$ cat config.mk
export PLATFORM = sky130hd
export DESIGN_NAME = uart_byte_ring_queues_unit
export DESIGN_NICKNAME = d
export VERILOG_FILES = /design/src/ubrq_pkg.sv /design/src/uart_byte_ring_queues_unit.sv /design/src/ubrq_ram.sv /design/src/ubrq_ctrl.sv
export SDC_FILE = /design/constraint.sdc
export NUM_CORES = 2
export LEC_CHECK = 0
export ABC_CLOCK_PERIOD_IN_PS = 8970
export BUFFER_PORTS_ARGS = -buffer_cell sky130_fd_sc_hd__buf_2
export CAP_MARGIN = 20
export CORE_MARGIN = 4
export CORE_UTILIZATION = 25
export CTS_CLUSTER_DIAMETER = 100
export DETAILED_ROUTE_END_ITERATION = 8
export HOLD_SLACK_MARGIN = 0.1
export PLACE_DENSITY = 0.39
export SLEW_MARGIN = 10
export SYNTH_ARGS = -nofsm -noshare
export SYNTH_HDL_FRONTEND = slang
export SYNTH_HIERARCHICAL = 1
export SYNTH_SLANG_ARGS = --single-unit
$ cat constraint.sdc
create_clock -name clk -period 8.97 [get_ports clk]
set_input_delay 1.3455 -clock clk [delete_from_list [all_inputs] [get_ports clk]]
set_output_delay 1.3455 -clock clk [all_outputs]
set_load 0.01 [all_outputs]
$ cat src/ubrq_pkg.sv
`timescale 1ns / 1ps
// shared types and constants for the serial port byte ring queues
// no dependencies; used by the top unit and ubrq_ctrl

package ubrq_pkg;

	// default ring depths, one slot of each ring always stays empty
	localparam int RxDepthDef  = 128;
	localparam int TxDepthDef  = 128;

	// longest read request that is served
	localparam int ResultLimit = 64;
	localparam int RemW        = $clog2(ResultLimit + 1);

	localparam int ByteW       = 8;

	// operation codes of an input transaction
	typedef enum logic [1:0] {
		OP_LINE_RX  = 2'd0,
		OP_TX_READY = 2'd1,
		OP_READ     = 2'd2,
		OP_WRITE    = 2'd3
	} ubrq_op_t;

	// status codes of a result transaction
	typedef enum logic [1:0] {
		ST_OK       = 2'd0,
		ST_REFUSED  = 2'd1,
		ST_DROPPED  = 2'd2,
		ST_TX_EMPTY = 2'd3
	} ubrq_status_t;

	// input transaction
	typedef struct packed {
		logic [1:0]       opcode;
		logic [ByteW-1:0] data;
		logic [ByteW-1:0] count;
		logic             first;
	} ubrq_req_t;

	// result transaction
	typedef struct packed {
		logic [ByteW-1:0] byte_out;
		logic [1:0]       status;
		logic             last;
		logic             tx_request;
		logic [ByteW-1:0] rx_pending;
		logic [ByteW-1:0] tx_space;
	} ubrq_rsp_t;

endpackage

$ cat src/uart_byte_ring_queues_unit.sv
`timescale 1ns / 1ps
// Receive and transmit byte ring queues of a serial port. Each queue keeps one
// slot empty and so holds depth minus one bytes. Every input transaction gives
// at least one result; a read request for N bytes gives N results, the last one
// marked. A single-result transaction passes through the stage-one register and
// the result register. A read of N bytes streams one byte per cycle, while the
// output is not stalled, from the single read port of the receive memory after a
// set-up step; the next input transaction is taken once the last byte's read has
// been issued. A result waiting on a stalled output holds back at most one
// further result. No clearing pass after reset.
// depends on ubrq_pkg, ubrq_ram and ubrq_ctrl

module uart_byte_ring_queues_unit import ubrq_pkg::*; #(
	parameter int RX_DEPTH = RxDepthDef,
	parameter int TX_DEPTH = TxDepthDef
) (
	input  logic      clk,
	input  logic      arst_n,
	input  logic      req_valid,
	output logic      req_stall,
	input  ubrq_req_t req,
	output logic      rsp_valid,
	input  logic      rsp_stall,
	output ubrq_rsp_t rsp
);

	localparam int RXW = $clog2(RX_DEPTH);
	localparam int TXW = $clog2(TX_DEPTH);

	logic             rx_we, rx_re, tx_we, tx_re;
	logic [RXW-1:0]   rx_waddr, rx_raddr;
	logic [TXW-1:0]   tx_waddr, tx_raddr;
	logic [ByteW-1:0] rx_wdata, rx_rdata, tx_wdata, tx_rdata;

	// receive queue storage
	ubrq_ram #(
		.WIDTH (ByteW),
		.DEPTH (RX_DEPTH)
	) u_rx_ram (
		.clk   (clk),
		.we    (rx_we),
		.waddr (rx_waddr),
		.wdata (rx_wdata),
		.re    (rx_re),
		.raddr (rx_raddr),
		.rdata (rx_rdata)
	);

	// transmit queue storage
	ubrq_ram #(
		.WIDTH (ByteW),
		.DEPTH (TX_DEPTH)
	) u_tx_ram (
		.clk   (clk),
		.we    (tx_we),
		.waddr (tx_waddr),
		.wdata (tx_wdata),
		.re    (tx_re),
		.raddr (tx_raddr),
		.rdata (tx_rdata)
	);

	// pointers, counts, bursts and result sequencing
	ubrq_ctrl #(
		.RX_DEPTH (RX_DEPTH),
		.TX_DEPTH (TX_DEPTH)
	) u_ctrl (
		.clk       (clk),
		.arst_n    (arst_n),
		.req_valid (req_valid),
		.req_stall (req_stall),
		.req       (req),
		.rsp_valid (rsp_valid),
		.rsp_stall (rsp_stall),
		.rsp       (rsp),
		.rx_we     (rx_we),
		.rx_waddr  (rx_waddr),
		.rx_wdata  (rx_wdata),
		.rx_re     (rx_re),
		.rx_raddr  (rx_raddr),
		.rx_rdata  (rx_rdata),
		.tx_we     (tx_we),
		.tx_waddr  (tx_waddr),
		.tx_wdata  (tx_wdata),
		.tx_re     (tx_re),
		.tx_raddr  (tx_raddr),
		.tx_rdata  (tx_rdata)
	);

endmodule

$ cat src/ubrq_ram.sv
`timescale 1ns / 1ps
// generic single write port, single read port ram with registered read
// no dependencies

module ubrq_ram #(
	parameter int WIDTH = 8,
	parameter int DEPTH = 128,
	localparam int AW = (DEPTH > 1) ? $clog2(DEPTH) : 1
) (
	input  logic             clk,
	input  logic             we,
	input  logic [AW-1:0]    waddr,
	input  logic [WIDTH-1:0] wdata,
	input  logic             re,
	input  logic [AW-1:0]    raddr,
	output logic [WIDTH-1:0] rdata
);

	logic [WIDTH-1:0] mem [DEPTH];

	// write port
	always_ff @(posedge clk) begin
		if (we) begin
			mem[waddr] <= wdata;
		end
	end

	// read port, data holds until the next read
	always_ff @(posedge clk) begin
		if (re) begin
			rdata <= mem[raddr];
		end
	end

endmodule

$ cat src/ubrq_ctrl.sv
`timescale 1ns / 1ps
// queue pointers, counts, burst tracking, read streaming and result register
// depends on ubrq_pkg; drives the two queue rams instantiated beside it

module ubrq_ctrl import ubrq_pkg::*; #(
	parameter int RX_DEPTH = RxDepthDef,
	parameter int TX_DEPTH = TxDepthDef,
	localparam int RXW = $clog2(RX_DEPTH),
	localparam int TXW = $clog2(TX_DEPTH)
) (
	input  logic             clk,
	input  logic             arst_n,
	input  logic             req_valid,
	output logic             req_stall,
	input  ubrq_req_t        req,
	output logic             rsp_valid,
	input  logic             rsp_stall,
	output ubrq_rsp_t        rsp,
	output logic             rx_we,
	output logic [RXW-1:0]   rx_waddr,
	output logic [ByteW-1:0] rx_wdata,
	output logic             rx_re,
	output logic [RXW-1:0]   rx_raddr,
	input  logic [ByteW-1:0] rx_rdata,
	output logic             tx_we,
	output logic [TXW-1:0]   tx_waddr,
	output logic [ByteW-1:0] tx_wdata,
	output logic             tx_re,
	output logic [TXW-1:0]   tx_raddr,
	input  logic [ByteW-1:0] tx_rdata
);

	localparam logic [RXW-1:0] RxLast = RXW'(RX_DEPTH - 1);
	localparam logic [TXW-1:0] TxLast = TXW'(TX_DEPTH - 1);

	typedef enum logic [1:0] {
		SRC_NONE,
		SRC_RX,
		SRC_TX
	} src_t;

	// queue state
	logic [RXW-1:0]   rx_rd_ptr_q, rx_wr_ptr_q, rx_cnt_q;
	logic [TXW-1:0]   tx_rd_ptr_q, tx_wr_ptr_q, tx_free_q;
	logic [ByteW-1:0] burst_left_q;
	logic             burst_refused_q, tx_req_q;
	logic             busy_q;
	logic [RemW-1:0]  rem_q;

	// result waiting on the ram read
	logic             pend_s1;
	src_t             src_s1;
	logic [1:0]       status_s1;
	logic             last_s1;
	logic             tx_request_s1;
	logic [ByteW-1:0] rx_pending_s1, tx_space_s1;

	// result register
	ubrq_rsp_t        rsp_q;
	logic             rsp_vld_q;

	// next state
	logic [RXW-1:0]   rx_rd_ptr_d, rx_wr_ptr_d, rx_cnt_d;
	logic [TXW-1:0]   tx_rd_ptr_d, tx_wr_ptr_d, tx_free_d;
	logic [ByteW-1:0] burst_left_d;
	logic             burst_refused_d, tx_req_d;
	logic             busy_d;
	logic [RemW-1:0]  rem_d;

	logic             s1_adv, s1_free, accept, stream, start_read, s1_load;
	src_t             acc_src;
	logic [1:0]       acc_status;
	logic [RXW-1:0]   rx_rd_nxt, rx_wr_nxt;
	logic [TXW-1:0]   tx_rd_nxt, tx_wr_nxt;
	logic             push_try;
	logic [ByteW-1:0] rsp_byte;

	// handshake and stage movement
	assign s1_adv    = pend_s1 && (!rsp_vld_q || !rsp_stall);
	assign s1_free   = !pend_s1 || s1_adv;
	assign accept    = req_valid && !busy_q && s1_free;
	assign req_stall = busy_q || !s1_free;
	assign stream    = busy_q && s1_free;
	assign s1_load   = (accept && !start_read) || stream;

	// ring successors
	assign rx_rd_nxt = (rx_rd_ptr_q == RxLast) ? '0 : rx_rd_ptr_q + RXW'(1);
	assign rx_wr_nxt = (rx_wr_ptr_q == RxLast) ? '0 : rx_wr_ptr_q + RXW'(1);
	assign tx_rd_nxt = (tx_rd_ptr_q == TxLast) ? '0 : tx_rd_ptr_q + TXW'(1);
	assign tx_wr_nxt = (tx_wr_ptr_q == TxLast) ? '0 : tx_wr_ptr_q + TXW'(1);

	// ram addressing
	assign rx_waddr = rx_wr_nxt;
	assign rx_wdata = req.data;
	assign rx_raddr = rx_rd_nxt;
	assign tx_waddr = tx_wr_nxt;
	assign tx_wdata = req.data;
	assign tx_raddr = tx_rd_nxt;

	// decode of an accepted transaction and the read streaming step
	always_comb begin
		rx_rd_ptr_d     = rx_rd_ptr_q;
		rx_wr_ptr_d     = rx_wr_ptr_q;
		rx_cnt_d        = rx_cnt_q;
		tx_rd_ptr_d     = tx_rd_ptr_q;
		tx_wr_ptr_d     = tx_wr_ptr_q;
		tx_free_d       = tx_free_q;
		burst_left_d    = burst_left_q;
		burst_refused_d = burst_refused_q;
		tx_req_d        = tx_req_q;
		busy_d          = busy_q;
		rem_d           = rem_q;
		rx_we           = 1'b0;
		rx_re           = 1'b0;
		tx_we           = 1'b0;
		tx_re           = 1'b0;
		start_read      = 1'b0;
		push_try        = 1'b0;
		acc_src         = SRC_NONE;
		acc_status      = ST_OK;

		if (accept) begin
			case (req.opcode)
				OP_LINE_RX: begin
					if (rx_cnt_q == RxLast) begin
						acc_status = ST_DROPPED;
					end else begin
						rx_we       = 1'b1;
						rx_wr_ptr_d = rx_wr_nxt;
						rx_cnt_d    = rx_cnt_q + RXW'(1);
					end
				end
				OP_TX_READY: begin
					if (tx_free_q == TxLast) begin
						tx_req_d   = 1'b0;
						acc_status = ST_TX_EMPTY;
					end else begin
						tx_re       = 1'b1;
						tx_rd_ptr_d = tx_rd_nxt;
						tx_free_d   = tx_free_q + TXW'(1);
						acc_src     = SRC_TX;
					end
				end
				OP_READ: begin
					if (req.count > ByteW'(rx_cnt_q) || req.count > ByteW'(ResultLimit)) begin
						acc_status = ST_REFUSED;
					end else if (req.count != '0) begin
						start_read = 1'b1;
						busy_d     = 1'b1;
						rem_d      = req.count[RemW-1:0];
						rx_cnt_d   = rx_cnt_q - RXW'(req.count);
					end
				end
				default: begin
					// write byte, possibly opening a burst
					if (req.first) begin
						if (req.count == '0) begin
							burst_left_d    = '0;
							burst_refused_d = 1'b0;
							tx_req_d        = 1'b1;
						end else if (req.count > ByteW'(tx_free_q)) begin
							burst_refused_d = 1'b1;
							burst_left_d    = req.count - ByteW'(1);
							acc_status      = ST_REFUSED;
						end else begin
							burst_refused_d = 1'b0;
							burst_left_d    = req.count - ByteW'(1);
							push_try        = 1'b1;
						end
					end else if (burst_left_q == '0) begin
						acc_status = ST_REFUSED;
					end else begin
						burst_left_d = burst_left_q - ByteW'(1);
						if (burst_refused_q) begin
							acc_status = ST_REFUSED;
						end else begin
							push_try = 1'b1;
						end
					end
					if (push_try) begin
						if (tx_free_q == '0) begin
							acc_status = ST_REFUSED;
						end else begin
							tx_we       = 1'b1;
							tx_wr_ptr_d = tx_wr_nxt;
							tx_free_d   = tx_free_q - TXW'(1);
							tx_req_d    = 1'b1;
						end
					end
				end
			endcase
		end

		// one receive byte per cycle while a read is streaming
		if (stream) begin
			rx_re       = 1'b1;
			rx_rd_ptr_d = rx_rd_nxt;
			rem_d       = rem_q - RemW'(1);
			if (rem_q == RemW'(1)) begin
				busy_d = 1'b0;
			end
		end
	end

	// queue state registers
	always_ff @(posedge clk or negedge arst_n) begin
		if (!arst_n) begin
			rx_rd_ptr_q     <= '0;
			rx_wr_ptr_q     <= '0;
			rx_cnt_q        <= '0;
			tx_rd_ptr_q     <= '0;
			tx_wr_ptr_q     <= '0;
			tx_free_q       <= TxLast;
			burst_left_q    <= '0;
			burst_refused_q <= 1'b0;
			tx_req_q        <= 1'b0;
			busy_q          <= 1'b0;
			rem_q           <= '0;
		end else begin
			rx_rd_ptr_q     <= rx_rd_ptr_d;
			rx_wr_ptr_q     <= rx_wr_ptr_d;
			rx_cnt_q        <= rx_cnt_d;
			tx_rd_ptr_q     <= tx_rd_ptr_d;
			tx_wr_ptr_q     <= tx_wr_ptr_d;
			tx_free_q       <= tx_free_d;
			burst_left_q    <= burst_left_d;
			burst_refused_q <= burst_refused_d;
			tx_req_q        <= tx_req_d;
			busy_q          <= busy_d;
			rem_q           <= rem_d;
		end
	end

	// stage one valid flag
	always_ff @(posedge clk or negedge arst_n) begin
		if (!arst_n) begin
			pend_s1 <= 1'b0;
		end else if (s1_load) begin
			pend_s1 <= 1'b1;
		end else if (s1_adv) begin
			pend_s1 <= 1'b0;
		end
	end

	// stage one payload, summary fields are the state after the step
	always_ff @(posedge clk) begin
		if (s1_load) begin
			tx_request_s1 <= tx_req_d;
			rx_pending_s1 <= ByteW'(rx_cnt_d);
			tx_space_s1   <= ByteW'(tx_free_d);
			if (stream) begin
				src_s1    <= SRC_RX;
				status_s1 <= ST_OK;
				last_s1   <= (rem_q == RemW'(1));
			end else begin
				src_s1    <= acc_src;
				status_s1 <= acc_status;
				last_s1   <= 1'b1;
			end
		end
	end

	// pick the byte from the ram that was read
	always_comb begin
		case (src_s1)
			SRC_RX:  rsp_byte = rx_rdata;
			SRC_TX:  rsp_byte = tx_rdata;
			default: rsp_byte = '0;
		endcase
	end

	// result register valid
	always_ff @(posedge clk or negedge arst_n) begin
		if (!arst_n) begin
			rsp_vld_q <= 1'b0;
		end else if (s1_adv) begin
			rsp_vld_q <= 1'b1;
		end else if (!rsp_stall) begin
			rsp_vld_q <= 1'b0;
		end
	end

	// result register payload
	always_ff @(posedge clk) begin
		if (s1_adv) begin
			rsp_q.byte_out   <= rsp_byte;
			rsp_q.status     <= status_s1;
			rsp_q.last       <= last_s1;
			rsp_q.tx_request <= tx_request_s1;
			rsp_q.rx_pending <= rx_pending_s1;
			rsp_q.tx_space   <= tx_space_s1;
		end
	end

	assign rsp_valid = rsp_vld_q;
	assign rsp       = rsp_q;

endmodule

==> impl_metrics.csv <==
group,metric,value,unit
run_status,status,"completed",
timing,hold_viol_final,0,
routing,route.detailed.drc,0,
routing,post_drt_wl_per_cell,26.80,um
die,die_h,593.6,um
routing,drt_pass1_iterations,5,
finish,final_common_cell,"edfxtp_1",
timing,setup_viol,0,
synth,netlist_area,85730,um^2
global_route,antenna_found_initial,14,
timing,rsz0062_at_grt,"false",
clock_network,clock_path_buffers,4,
worst_setup_path,start_kind,"flop",
global_route,overflow,0,
synth,synth_seq_cells,2172,
power_and_ir_drop,p_leak,29.97,nW
clock_network,cts_root_buffer,"clkbuf_16",
synth,synth_edf_count,2110,
routing,routed_wl,235400,um
timing,finalCritPeriodShare,0.6090,
worst_setup_path,crit_type,"reg -> reg",
clock_network,cts_tree,"yes",
global_route,grt_usage,0.1302,
clock_network,cts_buffers,237,
timing,min_period,5.463,ns
finish,layout.nets,4112,
clock_network,h-tree-depth,4,
routing,drt_iter0_markers,2901,
routing,via_count,39954,
die,rows,214,
global_route,grt_pass1_wl,333000,um
timing,whs,0.3529,ns
worst_setup_path,r2r_setup_slack,3.51,ns
finish,final_area,99140,um^2
timing,tns,0,ns
die,pin_count,53,
die,die_width,593.6,um
placement,placed_cell_area,91710,um^2
power_and_ir_drop,total_power,30.34,mW
routing,antenna_left,0,
timing,slew_violations,0,
clock_network,clkSinkCount,2172,
die,coreArea,340600,um^2
synth,synth.distinct_cells,71,
synth,synth.area.top_cells,"edfxtp_1 74%, mux4_2 18%, dfrtp_1 1.6%",
placement,port_buffers,50,
die,die_area,352400,um^2
synth,syn_inst,3891,
finish,syn2layout_area_growth,15.64,%
timing,skew,0.07445,ns
finish,drive_gt1_frac,0.2881,
finish,final_cell_mix,"2,110 x edfxtp_1, 672 x mux4_2, 305 x nor2_1",
min_path,min_path_type,"in -> async",
synth,synth_area_leader_cell,"edfxtp_1",
die,start_util,0.2517,
synth,synthFlopType,"edfxtp_1",
synth,synthArstFlopShare,0.02855,
clock_network,cts_hold_buf,0,
timing,slew_headroom,0.1091,
synth,netlist.area_leader.share,0.7390,
placement,hpwl,143600,um
job,cap_violations,0,
worst_setup_path,critPathMaxFanout,13,
worst_setup_path,worstPathRequired,9.44,ns
power_and_ir_drop,powerDensity,306.1,nW/um^2
power_and_ir_drop,ir_drop,0.3595,mV
worst_setup_path,end_kind,"flop",
worst_setup_path,arrival,5.94,ns
clock_network,insertion_delay,0.91,ns
global_route,grt_max_degree,157,
clock_network,clk_pin_slew_worst_paths,0.06,ns
synth,syn_avg_cell_area,22.03,um^2
synth,ys_seq_area_frac,0.7572,
clock_network,cts-resized-gates,0,
clock_network,post-cts-setup-buffers,0,
placement,gp_congestion,0.7685,
timing,worst_pin_slew,1.336,ns
global_route,grt_pass1_vias,41409,
timing,clock.fmax,0.1831,GHz
synth,ys_warn_count,6,
routing,vias_per_cell,4.548,
-- sequential cells by signal, indices dropped and copies added, names as in the netlist, 2 cells and up --
name                  flops
u_ctrl/burst_left_q       8
u_ctrl/rem_q              7
u_ctrl/rsp               26
u_ctrl/rx_cnt_q           7
u_ctrl/rx_pending_s1      7
u_ctrl/rx_rd_ptr_q        7
u_ctrl/rx_wr_ptr_q        7
u_ctrl/src_s1             2
u_ctrl/status_s1          2
u_ctrl/tx_free_q          7
u_ctrl/tx_rd_ptr_q        7
u_ctrl/tx_space_s1        7
u_ctrl/tx_wr_ptr_q        7
u_rx_ram/mem           1024
u_rx_ram/rdata            8
u_tx_ram/mem           1024
u_tx_ram/rdata            8
-- layer usage --
metal | wire length [um] | part of all wire | global-route usage | up-vias
met2 | 111500 | 0.47 | 0.2081 | 936
met3 | 10530 | 0.045 | 0.01909 | 283
met4 | 4596 | 0.020 | 0.02838 | 0
met5 | 0 | 0 | 0 | -
met1 | 108800 | 0.46 | 0.1881 | 22108
li1 | - | - | - | 16627
-- cell type report --
cell class / count / area [um^2]
inverter: 39 / 146.4
clock buffer: 292 / 6231
sequential: 2172 / 64920
timing repair buffer: 137 / 1121
fill: 33154 / 241400
tap: 4536 / 5675
multi-input combinational: 1468 / 19860
antenna: 7 / 17.52
clock inverter: 133 / 1171
-- metrics by stage --
stage                     setup WS, ns  cells  utilization
after global placement           2.790   8351       0.2693
after floorplan                  4.633   3892            -
final                            3.507   8784       0.2911
after global routing             3.236   8779       0.2910
after CTS                        3.522   8776       0.2910
after detailed placement         2.680   8351       0.2693
-- power breakdown --
group | switching, mW | internal (mW) | total [mW]
clock network | 3.96 | 5.46 | 9.43
registers | 0.180 | 11.4 | 11.6
logic | 5.13 | 4.21 | 9.34
total | 9.27 | 21.1 | 30.3
-- synthesized netlist by cell type (26+ instances only) --
cell      instances
buf_1            38
nor3_1           32
nand2_1          82
ha_1             33
a21oi_1          33
mux4_2          672
mux2_2           26
clkbuf_1         97
buf_2            34
inv_1            37
buf_4            40
edfxtp_1       2110
nor2_1          310
nand3_1          51
dfrtp_1          55
-- cell families after synthesis --
| kind of cell | count (synthesis) | synth area share |
|---|---|---|
| AOI/OAI and AO/OA | 119 | 0.009355 |
| buffers and inverters | 252 | 0.01363 |
| xor gates and xnor gates | 42 | 0.004291 |
| DFF | 2172 | 0.7572 |
| muxes | 706 | 0.1809 |
| adders and majority gates | 34 | 0.005050 |
| and+or+nand+nor | 565 | 0.02945 |
| other | 1 | 0.00004374 |
-- worst max-delay path, cell delays in order, from the launching register on --
cell	delay, ns
dfstp_2	0.57
inv_1	0.13
ha_1	0.37
a211oi_1	0.36
o211ai_1	0.16
o211ai_1	0.38
nand4_2	0.41
inv_1	0.62
nor2b_1	0.43
nand3_2	0.76
nor2_1	0.87
-- worst paths after layout --
| path | to | depth (start not counted) | startpoint |
|---|---|---|---|
| min reg2reg | u_ctrl/rsp[4]$_DFFE_PP_ | 0 | u_ctrl/tx_space_s1[4]$_DFFE_PP_ |
| max | u_tx_ram/mem[94][4]$_DFFE_PP_ | 10 | u_ctrl/tx_free_q[6]$_DFF_PN1_ |
| min in group clk | u_ctrl/rsp[4]$_DFFE_PP_ | 0 | u_ctrl/tx_space_s1[4]$_DFFE_PP_ |
| max in group asynchronous | u_ctrl/rem_q[4]$_DFFE_PN0P_ | 2 | arst_n |
| min | u_ctrl/rx_wr_ptr_q[5]$_DFFE_PN0P_ | 1 | arst_n |
| max reg2reg | u_tx_ram/mem[94][4]$_DFFE_PP_ | 10 | u_ctrl/tx_free_q[6]$_DFF_PN1_ |
No activity file was read; power rests on OpenSTA's default activity.
